`src/rtl/rscd_pkg.sv`:
```
// shared types and constants of the run skip copy delta decoder
package rscd_pkg;

  localparam int unsigned IndexBitsDef  = 24;
  localparam int unsigned QueueDepthDef = 4;

  localparam int unsigned CfgW   = 12;
  localparam int unsigned IdxW   = 24;
  localparam int unsigned LenW   = 15;
  localparam int unsigned ByteW  = 8;
  localparam int unsigned TdataW = 56;
  localparam int unsigned TuserW = 2;

  localparam logic [CfgW-1:0]  WidthRst  = 12'd320;
  localparam logic [CfgW-1:0]  HeightRst = 12'd200;
  localparam logic [ByteW-1:0] HdrTag    = 8'h42;

  typedef enum logic {
    REG_WIDTH  = 1'b0,
    REG_HEIGHT = 1'b1
  } reg_e;

  typedef enum logic [1:0] {
    KIND_LIT  = 2'd0,
    KIND_FILL = 2'd1,
    KIND_END  = 2'd2
  } kind_e;

  typedef enum logic [2:0] {
    ST_STOP     = 3'd0,
    ST_FULL     = 3'd1,
    ST_PKT_END  = 3'd2,
    ST_TRUNC    = 3'd3,
    ST_BAD_OP   = 3'd4,
    ST_BAD_REC  = 3'd5,
    ST_BAD_PAD  = 3'd6
  } status_e;

  typedef enum logic [11:0] {
    PH_HDR0  = 12'b0000_0000_0001,
    PH_HDR1  = 12'b0000_0000_0010,
    PH_HDR2  = 12'b0000_0000_0100,
    PH_HDR3  = 12'b0000_0000_1000,
    PH_CMD   = 12'b0000_0001_0000,
    PH_COPY  = 12'b0000_0010_0000,
    PH_SFCNT = 12'b0000_0100_0000,
    PH_SFVAL = 12'b0000_1000_0000,
    PH_LLO   = 12'b0001_0000_0000,
    PH_LHI   = 12'b0010_0000_0000,
    PH_LFVAL = 12'b0100_0000_0000,
    PH_DONE  = 12'b1000_0000_0000
  } phase_e;

  // one queue entry: the pixel result and the end result caused by one byte
  typedef struct packed {
    logic             pix_vld;
    kind_e            pix_kind;
    logic [IdxW-1:0]  pix_index;
    logic [LenW-1:0]  pix_len;
    logic [ByteW-1:0] pix_value;
    logic             end_vld;
    logic [IdxW-1:0]  end_index;
    status_e          end_status;
  } rscd_ent_t;

endpackage

```
`src/rtl/rscd_front.sv`:
```
// front end: packet parser, pixel position tracking and result classification
module rscd_front
  import rscd_pkg::*;
#(
  parameter int unsigned INDEX_BITS = IndexBitsDef
) (
  input  logic                  clk_i,
  input  logic                  rst_ni,
  input  logic                  fire_i,
  input  logic [ByteW-1:0]      byte_i,
  input  logic                  last_i,
  input  logic [INDEX_BITS:0]   lim_i,
  output logic                  push_o,
  output rscd_ent_t             ent_o
);

  localparam int unsigned PosW = INDEX_BITS + 1;

  phase_e            phase_q, phase_d, phase_n;
  logic [LenW-1:0]   count_q, count_d, count_n;
  logic [ByteW-1:0]  low_q, low_d;
  logic [PosW-1:0]   pos_q, pos_d, pos_n;

  logic              run_go;
  logic [LenW-1:0]   run_c, run_len;
  logic [PosW-1:0]   run_sum, run_gap, run_pos;
  logic              room_ok, run_over, run_fin;
  logic [PosW-1:0]   lit_pos;
  logic              lit_end;
  logic [13:0]       long_c;
  logic              fin;
  status_e           fin_st;
  rscd_ent_t         ent;

  assign long_c = {byte_i[5:0], low_q};

  // count of the run that this byte starts, if any
  always_comb begin
    run_go   = 1'b0;
    run_c    = '0;
    case (phase_q)
      PH_CMD: begin
        if (byte_i[7] && byte_i[6:0] != '0) begin
          run_go = 1'b1;
          run_c  = {8'd0, byte_i[6:0]};
        end
      end
      PH_SFVAL, PH_LFVAL: begin
        run_go   = count_q != '0;
        run_c    = count_q;
      end
      PH_LHI: begin
        // long skip: type 1 adds 0x4000, which is bit 14 of the count
        if (long_c != '0 && !byte_i[7]) begin
          run_go = 1'b1;
          run_c  = {byte_i[6], long_c};
        end
      end
      default: ;
    endcase
  end

  // clipping against the frame limit, all compares side by side
  assign room_ok  = pos_q < lim_i;
  assign run_sum  = pos_q + PosW'(run_c);
  assign run_over = run_sum >= lim_i;
  assign run_gap  = lim_i - pos_q;
  assign run_fin  = !room_ok || run_over;
  assign run_len  = !room_ok ? '0 : (run_over ? LenW'(run_gap) : run_c);
  assign run_pos  = !room_ok ? pos_q : (run_over ? lim_i : run_sum);
  assign lit_pos  = pos_q + 1'b1;
  assign lit_end  = lit_pos >= lim_i;

  always_comb begin
    phase_n = phase_q;
    count_n = count_q;
    low_d   = low_q;
    pos_n   = pos_q;
    ent     = '0;
    fin     = 1'b0;
    fin_st  = ST_FULL;
    case (phase_q)
      PH_HDR0: begin
        if (byte_i != HdrTag) begin
          fin    = 1'b1;
          fin_st = ST_BAD_REC;
        end else begin
          phase_n = PH_HDR1;
        end
      end
      PH_HDR1: begin
        if (byte_i != '0) begin
          fin    = 1'b1;
          fin_st = ST_BAD_PAD;
        end else begin
          phase_n = PH_HDR2;
        end
      end
      PH_HDR2: phase_n = PH_HDR3;
      PH_HDR3: phase_n = PH_CMD;
      PH_CMD: begin
        if (byte_i[6:0] != '0) begin
          if (byte_i[7]) begin
            pos_n = run_pos;
            fin   = run_fin;
          end else begin
            count_n = {8'd0, byte_i[6:0]};
            phase_n = PH_COPY;
          end
        end else begin
          phase_n = byte_i[7] ? PH_LLO : PH_SFCNT;
        end
      end
      PH_COPY: begin
        if (!room_ok) begin
          fin = 1'b1;
        end else begin
          ent.pix_vld   = 1'b1;
          ent.pix_kind  = KIND_LIT;
          ent.pix_index = IdxW'(pos_q);
          ent.pix_len   = LenW'(1);
          ent.pix_value = byte_i;
          pos_n         = lit_pos;
          count_n       = count_q - 1'b1;
          if (lit_end) begin
            fin = 1'b1;
          end else if (count_q == LenW'(1)) begin
            phase_n = PH_CMD;
          end
        end
      end
      PH_SFCNT: begin
        count_n = {7'd0, byte_i};
        phase_n = PH_SFVAL;
      end
      PH_SFVAL, PH_LFVAL: begin
        phase_n = PH_CMD;
        if (run_go) begin
          pos_n         = run_pos;
          fin           = run_fin;
          ent.pix_vld   = room_ok;
          ent.pix_kind  = KIND_FILL;
          ent.pix_index = IdxW'(pos_q);
          ent.pix_len   = run_len;
          ent.pix_value = byte_i;
        end
      end
      PH_LLO: begin
        low_d   = byte_i;
        phase_n = PH_LHI;
      end
      PH_LHI: begin
        phase_n = PH_CMD;
        if (long_c == '0) begin
          if (byte_i[7:6] == 2'd0) begin
            fin    = 1'b1;
            fin_st = ST_STOP;
          end else if (byte_i[7:6] == 2'd2) begin
            fin    = 1'b1;
            fin_st = ST_BAD_OP;
          end
        end else if (run_go) begin
          pos_n = run_pos;
          fin   = run_fin;
        end else begin
          count_n = {1'b0, long_c};
          phase_n = byte_i[6] ? PH_LFVAL : PH_COPY;
        end
      end
      PH_DONE: ;
      default: phase_n = PH_DONE;
    endcase

    if (fin) begin
      phase_n = PH_DONE;
    end
    ent.end_vld    = fin;
    ent.end_status = fin_st;

    // packet end closes a frame that has not ended yet
    if (last_i && phase_n != PH_DONE) begin
      ent.end_vld    = 1'b1;
      ent.end_status = (phase_n == PH_COPY && count_n != '0) ? ST_TRUNC : ST_PKT_END;
    end
    ent.end_index = IdxW'(pos_n);

    phase_d = last_i ? PH_HDR0 : phase_n;
    pos_d   = last_i ? '0 : pos_n;
    count_d = last_i ? '0 : count_n;
  end

  always_ff @(posedge clk_i or negedge rst_ni) begin
    if (!rst_ni) begin
      phase_q <= PH_HDR0;
      count_q <= '0;
      low_q   <= '0;
      pos_q   <= '0;
    end else if (fire_i) begin
      phase_q <= phase_d;
      count_q <= count_d;
      low_q   <= low_d;
      pos_q   <= pos_d;
    end
  end

  assign push_o = fire_i && (ent.pix_vld || ent.end_vld);
  assign ent_o  = ent;

  a_rearm: assert property (@(posedge clk_i) disable iff (!rst_ni)
    fire_i && last_i |=> phase_q == PH_HDR0 && pos_q == '0)
    else $error("packet end did not return the parser to the header");

  a_done_quiet: assert property (@(posedge clk_i) disable iff (!rst_ni)
    fire_i && phase_q == PH_DONE |-> !ent_o.pix_vld && !ent_o.end_vld)
    else $error("result produced after the frame end");

  a_end_done: assert property (@(posedge clk_i) disable iff (!rst_ni)
    push_o && ent_o.end_vld && !last_i |=> phase_q == PH_DONE)
    else $error("frame end emitted but parser still running");

endmodule

```
`src/rtl/rscd_queue.sv`:
```
// short queue of classified results between front and back
module rscd_queue
  import rscd_pkg::*;
#(
  parameter int unsigned DEPTH = QueueDepthDef
) (
  input  logic      clk_i,
  input  logic      rst_ni,
  input  logic      push_i,
  input  rscd_ent_t data_i,
  output logic      full_o,
  input  logic      pop_i,
  output logic      empty_o,
  output rscd_ent_t data_o
);

  localparam int unsigned PtrW = (DEPTH > 1) ? $clog2(DEPTH) : 1;
  localparam int unsigned CntW = $clog2(DEPTH + 1);

  rscd_ent_t       mem_q [DEPTH];
  logic [PtrW-1:0] wr_q, wr_d, rd_q, rd_d;
  logic [CntW-1:0] cnt_q, cnt_d;

  assign full_o  = cnt_q == CntW'(DEPTH);
  assign empty_o = cnt_q == '0;
  assign data_o  = mem_q[rd_q];

  always_comb begin
    wr_d  = wr_q;
    rd_d  = rd_q;
    cnt_d = cnt_q;
    if (push_i) begin
      wr_d = (wr_q == PtrW'(DEPTH - 1)) ? '0 : wr_q + 1'b1;
    end
    if (pop_i) begin
      rd_d = (rd_q == PtrW'(DEPTH - 1)) ? '0 : rd_q + 1'b1;
    end
    if (push_i && !pop_i) begin
      cnt_d = cnt_q + 1'b1;
    end else if (pop_i && !push_i) begin
      cnt_d = cnt_q - 1'b1;
    end
  end

  always_ff @(posedge clk_i or negedge rst_ni) begin
    if (!rst_ni) begin
      wr_q  <= '0;
      rd_q  <= '0;
      cnt_q <= '0;
    end else begin
      wr_q  <= wr_d;
      rd_q  <= rd_d;
      cnt_q <= cnt_d;
    end
  end

  always_ff @(posedge clk_i) begin
    if (push_i) begin
      mem_q[wr_q] <= data_i;
    end
  end

endmodule

```
`src/rtl/rscd_back.sv`:
```
// back end: output register that sends the pixel result, then the end result
module rscd_back
  import rscd_pkg::*;
(
  input  logic              clk_i,
  input  logic              rst_ni,
  input  logic              q_empty_i,
  input  rscd_ent_t         q_data_i,
  output logic              q_pop_o,
  output logic              m_tvalid_o,
  input  logic              m_tready_i,
  output logic [TdataW-1:0] m_tdata_o,
  output logic [TuserW-1:0] m_tuser_o
);

  rscd_ent_t cur_q, cur_d;
  logic      pix_pend_q, pix_pend_d;
  logic      end_pend_q, end_pend_d;
  logic      take, final_beat, load;

  assign m_tvalid_o = pix_pend_q || end_pend_q;
  assign take       = m_tvalid_o && m_tready_i;
  // the beat on the port is the last one of the current entry
  assign final_beat = !(pix_pend_q && end_pend_q);
  assign load       = !q_empty_i && (!m_tvalid_o || (take && final_beat));
  assign q_pop_o    = load;

  always_comb begin
    cur_d      = cur_q;
    pix_pend_d = pix_pend_q;
    end_pend_d = end_pend_q;
    if (load) begin
      cur_d      = q_data_i;
      pix_pend_d = q_data_i.pix_vld;
      end_pend_d = q_data_i.end_vld;
    end else if (take) begin
      if (final_beat) begin
        end_pend_d = 1'b0;
      end
      pix_pend_d = 1'b0;
    end
  end

  always_ff @(posedge clk_i or negedge rst_ni) begin
    if (!rst_ni) begin
      pix_pend_q <= 1'b0;
      end_pend_q <= 1'b0;
    end else begin
      pix_pend_q <= pix_pend_d;
      end_pend_q <= end_pend_d;
    end
  end

  always_ff @(posedge clk_i) begin
    cur_q <= cur_d;
  end

  always_comb begin
    if (pix_pend_q) begin
      m_tuser_o = cur_q.pix_kind;
      m_tdata_o = {6'd0, ST_STOP, cur_q.pix_value, cur_q.pix_len, cur_q.pix_index};
    end else begin
      m_tuser_o = KIND_END;
      m_tdata_o = {6'd0, cur_q.end_status, ByteW'(0), LenW'(0), cur_q.end_index};
    end
  end

endmodule

```
`src/rtl/run_skip_copy_delta_decoder_top.sv`:
```
// A byte's result is written into the queue, then loaded into the output register, and then offered.
// Throughput: one packet byte per cycle unless the queue is full; a byte with both a pixel and
// an end result holds the output for two beats; the front may run QUEUE_DEPTH entries ahead.
// Position clipping is one add and compare per byte in the front parser.
// Reset: asynchronous, active low; parser waits for a record header, position 0, registers
// return to 320 by 200, queue and output are empty.
module run_skip_copy_delta_decoder_top
  import rscd_pkg::*;
#(
  parameter int unsigned INDEX_BITS  = IndexBitsDef,
  parameter int unsigned QUEUE_DEPTH = QueueDepthDef
) (
  input  logic              clk_i,
  input  logic              rst_ni,
  // apb configuration
  input  logic              psel,
  input  logic              penable,
  input  logic              pwrite,
  input  logic [2:0]        paddr,
  input  logic [31:0]       pwdata,
  output logic [31:0]       prdata,
  output logic              pready,
  // input stream
  input  logic              s_axis_tvalid,
  output logic              s_axis_tready,
  input  logic [ByteW-1:0]  s_axis_tdata,  // [7:0] in_byte
  input  logic              s_axis_tlast,
  // result stream
  output logic              m_axis_tvalid,
  input  logic              m_axis_tready,
  output logic [TdataW-1:0] m_axis_tdata,  // [23:0] pixel_index, [38:24] run_length,
                                           // [46:39] pixel_value, [49:47] end_status
  output logic [TuserW-1:0] m_axis_tuser   // [1:0] kind
);

  localparam int unsigned     PosW       = INDEX_BITS + 1;
  localparam logic [24:0]     LimCap     = 25'(1) << INDEX_BITS;
  localparam logic [24:0]     LimRstFull = 25'(WidthRst) * 25'(HeightRst);
  localparam logic [PosW-1:0] LimRst     =
    PosW'((LimRstFull >= LimCap) ? LimCap : LimRstFull);

  logic [CfgW-1:0]   width_q, width_d, height_q, height_d;
  logic [CfgW-1:0]   mul_a, mul_b;
  logic [23:0]       prod;
  logic [24:0]       lim_full;
  logic [PosW-1:0]   lim_q, lim_d;
  logic              wr_en;
  reg_e              reg_sel;

  logic              fire, push, q_full, q_empty, q_pop;
  rscd_ent_t         ent, q_data;

  assign pready  = 1'b1;
  assign wr_en   = psel && penable && pwrite && pready;
  assign reg_sel = reg_e'(paddr[2]);

  always_comb begin
    width_d  = width_q;
    height_d = height_q;
    if (wr_en) begin
      case (reg_sel)
        REG_WIDTH:  width_d  = pwdata[CfgW-1:0];
        REG_HEIGHT: height_d = pwdata[CfgW-1:0];
        default: ;
      endcase
    end
  end

  always_comb begin
    case (reg_sel)
      REG_WIDTH:  prdata = 32'(width_q);
      REG_HEIGHT: prdata = 32'(height_q);
      default:    prdata = '0;
    endcase
  end

  // the limit follows the written value in the same edge, so a byte right after a write sees it
  assign mul_a    = width_d;
  assign mul_b    = height_d;
  assign prod     = mul_a * mul_b;
  assign lim_full = ({1'b0, prod} >= LimCap) ? LimCap : {1'b0, prod};
  assign lim_d    = PosW'(lim_full);

  always_ff @(posedge clk_i or negedge rst_ni) begin
    if (!rst_ni) begin
      width_q  <= WidthRst;
      height_q <= HeightRst;
      lim_q    <= LimRst;
    end else begin
      width_q  <= width_d;
      height_q <= height_d;
      lim_q    <= lim_d;
    end
  end

  assign s_axis_tready = !q_full;
  assign fire          = s_axis_tvalid && s_axis_tready;

  rscd_front #(
    .INDEX_BITS (INDEX_BITS)
  ) u_front (
    .clk_i  (clk_i),
    .rst_ni (rst_ni),
    .fire_i (fire),
    .byte_i (s_axis_tdata),
    .last_i (s_axis_tlast),
    .lim_i  (lim_q),
    .push_o (push),
    .ent_o  (ent)
  );

  rscd_queue #(
    .DEPTH (QUEUE_DEPTH)
  ) u_queue (
    .clk_i   (clk_i),
    .rst_ni  (rst_ni),
    .push_i  (push),
    .data_i  (ent),
    .full_o  (q_full),
    .pop_i   (q_pop),
    .empty_o (q_empty),
    .data_o  (q_data)
  );

  rscd_back u_back (
    .clk_i      (clk_i),
    .rst_ni     (rst_ni),
    .q_empty_i  (q_empty),
    .q_data_i   (q_data),
    .q_pop_o    (q_pop),
    .m_tvalid_o (m_axis_tvalid),
    .m_tready_i (m_axis_tready),
    .m_tdata_o  (m_axis_tdata),
    .m_tuser_o  (m_axis_tuser)
  );

endmodule

```
`config.mk`:
```
export PLATFORM = sky130hd
export DESIGN_NAME = run_skip_copy_delta_decoder_top
export DESIGN_NICKNAME = d
export VERILOG_FILES = /design/src/rtl/rscd_pkg.sv /design/src/rtl/rscd_front.sv /design/src/rtl/rscd_queue.sv /design/src/rtl/rscd_back.sv /design/src/rtl/run_skip_copy_delta_decoder_top.sv
export SDC_FILE = /design/constraint.sdc
export NUM_CORES = 1
export LEC_CHECK = 0
export BUFFER_PORTS_ARGS = -buffer_cell sky130_fd_sc_hd__buf_2
export CORE_ASPECT_RATIO = 1.4
export CORE_MARGIN = 5
export CORE_UTILIZATION = 63
export CTS_CLUSTER_SIZE = 28
export DETAILED_ROUTE_END_ITERATION = 12
export GPL_TIMING_DRIVEN = 0
export PLACE_DENSITY_LB_ADDON = 0.3
export SLEW_MARGIN = 20
export SYNTH_ARGS = -nofsm -noshare
export SYNTH_HDL_FRONTEND = slang
export SYNTH_HIERARCHICAL = 1
export SYNTH_SLANG_ARGS = --single-unit
```
`constraint.sdc`:
```
create_clock -name clk_i -period 10.8 [get_ports clk_i]
set_clock_uncertainty 0.1 [all_clocks]
set_input_delay 1.08 -clock clk_i [delete_from_list [all_inputs] [get_ports clk_i]]
set_output_delay 1.08 -clock clk_i [all_outputs]
set_load 0.03 [all_outputs]
```
[After elaboration in Yosys (flattened, before gate mapping)]
Memories as Yosys holds them, arrays and structs flattened.
Index checks and enable logic that the tools add are counted.
Word-level totals
  output and inout bits: 93
  memories kept: 1
  flip-flop bits (word level): 193
  bits of input ports: 51
  word-level logic and storage cells: 179
  RAM bits: 312
Memory list
  u_queue.mem_q: words 4, bits a word 78, read ports 1, clocked after memory_dff 0, wr ports 1, RTL line rscd_queue.sv:20  | rscd_ent_t mem_q [DEPTH];
Operators by class
  reductions and logical operators: 42
  eq/ne operators: 25
  multipliers: 1
  add/subtract/negate cells: 8
  order comparisons: 3
  multiplexer cells: 79
  bitwise operators: 1
Operator list (number)
  $mux 25: 8
  $mux 12: 15
  $mux 50: 3
  $mux 15: 9
  $pmux 12 s10: 1
  $pmux 25 s4: 1
  $pmux 50 s2: 1
  $pmux 32 s2: 1
  $pmux 15 s4: 1
  $ge 25x24->1: 2
  $pmux 15 s3: 1
  $reduce_bool 15->1: 2
  $add 25x1->25 const B: 1
  $add 25x15->25: 1
  $lt 25x24->1: 1
  $eq 12x6->1 const B: 2
  $mul 12x12->24: 1
  $mux 3: 8
  $mux 1: 21
  $eq 15x1->1 const B: 1
  $sub 15x1->15 const B: 1
  $sub 15x15->15: 1
  $logic_and 1x1->1: 14
  $logic_not 14->1: 1
  42 further kinds: 61

[Depth between registers and ports, before layout]
  word-level depth: 20
  depth in mapped cells: 37
  mapped depth without buffers: 34

[By module]
The synthesis kept the hierarchy.
By module, submodules not included
  rscd_queue: instances 1, cells each 445, area each 11758.8 um^2, sequential area each 9544.2 um^2
  rscd_front: instances 1, cells each 1131, area each 8523.2 um^2, sequential area each 1502.7 um^2
  run_skip_copy_delta_decoder_top: instances 1, cells each 684, area each 6633.9 um^2, sequential area each 1214.9 um^2
  rscd_back: instances 1, cells each 155, area each 2940.3 um^2, sequential area each 2332.2 um^2

[Least setup slack after synthesis]
No wires, ideal clock.
  kind: input-to-reg
  start point: input s_axis_tdata[1]
  end point: memory u_queue/mem_q[1][0] (netlist name), enable pin
  stages on the path: 30
  buffers on the path: 2
  data arrival time: 8974 ps
  setup time: 445 ps
  path slack: 1281 ps
  required time: 10255 ps
  cells stage by stage: clkbuf_1 -> nor4_1 -> nand4_1 -> nor3b_1 -> clkbuf_1 -> a222oi_1 -> inv_1 -> ha_1 -> inv_1 -> fa_1 -> nor2b_1 -> o21ai_0 -> a311oi_1 -> o21bai_1 -> a21oi_1 -> o21ai_0 -> a2111oi_0 -> ha_1 -> a21o_1 -> a21o_1 -> a221o_1 -> a211oi_1 -> o31ai_1 -> or2_2 -> a221oi_1 -> nand4_1 -> nand2_1 -> nor2_1 -> nor2_1 -> and2_1
RTL lines
  start, declared: RTL line run_skip_copy_delta_decoder_top.sv:26  | input logic [ByteW-1:0] s_axis_tdata,
  end, declared: RTL line rscd_queue.sv:20

==> results.md <==
* Slowest CP cell: clkbuf_1
* Clock Tree Root: clkbuf_16
* Final Max Tran Viols at 0
* Largest net degree at the start of global routing at 64
* First-pass GRT wire length at 134000 um
* Crit-path max FO at 10
* Via count of the first global-routing pass at 21900
* Predominant post-synthesis flop cell: edfxtp_1
* Leakage power at 0.0136 uW
* Seq cells post-synth at 505
* Slew margin rel. at 23.9%
* Fin crit period at 10.44 ns
* Fillers at 3204
* Port bufs at 90
* Count of boundary I/O pins at 144
* Residual DRC count at 0
* Slowest stage delay, CP at 0.61 ns
* Final setup fails at 0
* Total CTS buffers at 47
* WL final at 89000 um
* Top cell type's share of synthesized area at 39.0%
* Post-synth cell types at 95
* Hold Buf Count CTS at 0
* Worst vdd ir at 0.426 mV
* HP Class: input pin to async pin
* Initial antenna violation count at 1
* Share of cells above drive strength 1 at 17.4%
* Final setup TNS at 0 ns
* Setup CP Type: input pin to flop
* Status: finished clean
* Row cnt at 94
* Clk pin slew, worst setup/hold paths at 0.07 ns
* Unrepaired setup endpoints after global routing: false
* Hold slack final at 0.326 ns
* RePlAce Congestion at 0.995
* Sequential cell area at 0.0146 sq mm
* Post-synth EDFFs at 388
* Iter 0 DRT Violations at 1981
* Nets at 2919
* 1st-pass router iterations at 6
* Final worst-path cycle share at 96.6%
* Yosys Warn Count at 6
* Post-DP HPWL at 65200 um
* DR vias/cell at 6.48
* Die X-Extent at 194 um
* Required @ worst endpoint at 11.19 ns
* Die Y at 268 um
* PwrDens at 324 mW/mm^2
* GR Overflow Total at 0
* Via count at 21100
* Final hold violations at 0
* Ys async rst share at 23.2%
* Synthesized area per cell at 12.4 sq um
* Worst path arrival time at 10.83 ns
* Commonest non-fill, non-tap cells in the layout: edfxtp_1 (388), nand2_1 (216), inv_1 (206)
* Cell area after synthesis at 0.0299 sq mm
* Die ar. at 0.0519 sq mm
* Post-Syn Instances at 2415
* Least-Margin Pin Slew at 1.13 ns
* CP Capture Type: flop
* H-tree depth at 2
* Cell taking the most area after synthesis: edfxtp_1
* Clock Path Buffers at 3
* Multi-input gate area at 0.0138 sq mm
* Avg WL per Cell at 27.4 um
* CP startpoint kind: input pin
* ANT nets after route at 0
* Initial Util at 63.6%
* Worst skew pair latency at 0.59 ns
* Clock Sink Count at 505
* CTS tree: yes
* Max-cap violations at 0
* Top post-synthesis cells by area: edfxtp_1 (39%), dfrtp_1 (8.8%), ha_1 (7.4%)
* Fmax at 95.8 MHz
* Ant. Diodes at 0
* P&R area growth vs syn at 10.5%
* Most common cell after layout, fill and taps aside: edfxtp_1
* Core Area at 0.0469 sq mm
* Total Routing Usage GR at 34.0%
* Register area share after synthesis at 48.9%
* Final core utilization at 70.3%
## registers in the layout (all words and copies together), names as in the netlist, 8 cells and up
signal,flops
u_front/count_q,15
width_q,12
u_front/low_q,8
height_q,12
u_back/cur_q,76
lim_q,24
u_front/pos_q,25
u_queue/mem_q,312
u_front/phase_q,12
## area by class of cell
| type | instances | area share [%] |
|---|---|---|
| Clock inverter | 31 | 0.899 |
| Timing Repair Buffer | 99 | 2.03 |
| Multi-Input combinational cell | 1593 | 41.8 |
| Clock buffer | 55 | 3.72 |
| Inverter | 220 | 2.50 |
| Tap cell | 624 | 2.37 |
| Buffer | 122 | 2.43 |
| Sequential cell | 505 | 44.2 |
## critical path, delay by kind of cell
family | cells | cell delay, ns
adder cells (fa/ha/maj) | 5 | 1.61
AND/OR/NAND/NOR | 11 | 2.70
AO/OA/AOI/OAI | 12 | 3.47
XOR/XNOR | 3 | 0.69
buffers and inverters | 5 | 1.23
## power breakdown
group	internal (uW)	switching (uW)	total, uW
Sequential	2670	189	2860
Combinational	2440	3710	6150
Clock	919	754	1670
Total	6030	4650	10700
## cell usage after synthesis (39+ instances only)
master    count
edfxtp_1    388
nand2_1     216
inv_1       206
ha_1        177
nor2_1      150
dfrtp_1     105
fa_1        103
a21oi_1      79
mux4_2       78
o21ai_0      78
mux2_2       58
and2_1       50
xnor2_1      49
clkbuf_1     48
a21o_1       39
## per-layer routing
metal,vias to the layer above,global-route usage [%],routed length (um)
met5,-,0,0
met4,0,18.6,6020
met3,354,4.32,5870
met2,1157,60.4,45500
met1,10500,40.6,31600
li1,9042,-,-
## metrics by stage
step / setup slack, ns / area [sq um] / power (uW) / std cells
6_report: 0.362 / 33000 / 10700 / 3249
5_1_grt: 0.0226 / 33000 / 11400 / 3249
4_1_cts: 0.0346 / 33000 / 10700 / 3249
3_5_place_dp: -0.837 / 31400 / 8980 / 3163
3_3_place_gp: -3.18 / 31200 / 8650 / 3154
2_1_floorplan: 1.28 / 30000 / 7310 / 2440
## logic make-up (layout without fill, tap and decap cells)
family,count (synthesis),in the layout,synth area share (%)
other cells,4,29,0.0503
simple gates,639,639,10.4
xor+xnor,77,77,2.26
mux,174,174,9.65
buf+inv,342,527,5.44
fa+ha+maj,281,281,14.4
flops,505,505,48.9
compound gates,393,393,8.97
## worst paths after layout
| path | startpoint | end | slack (ns) | cells after the start |
|---|---|---|---|---|
| worst min-delay path | rst_ni | u_queue/rd_q[1] | 0.33 | 1 |
| min in group clk_i | u_queue/cnt_q[2] | u_queue/cnt_q[2] | 0.46 | 1 |
| worst max-delay path | s_axis_tdata[1] | u_queue/cnt_q[2] | 0.36 | 36 |
| max in group asynchronous | rst_ni | lim_q[11] | 9.46 | 2 |
| worst min register to register | u_queue/cnt_q[2] | u_queue/cnt_q[2] | 0.46 | 1 |
| worst max register to register | u_front/phase_q[10] | u_queue/cnt_q[2] | 0.51 | 36 |
## timing repair
item | 4_1_cts | 5_1_grt
setup buffers | 0 | 0
resized for setup | 4 | 7
endpoints found under the setup margin | 314 | 314
(Power assumes the default switching activity.)
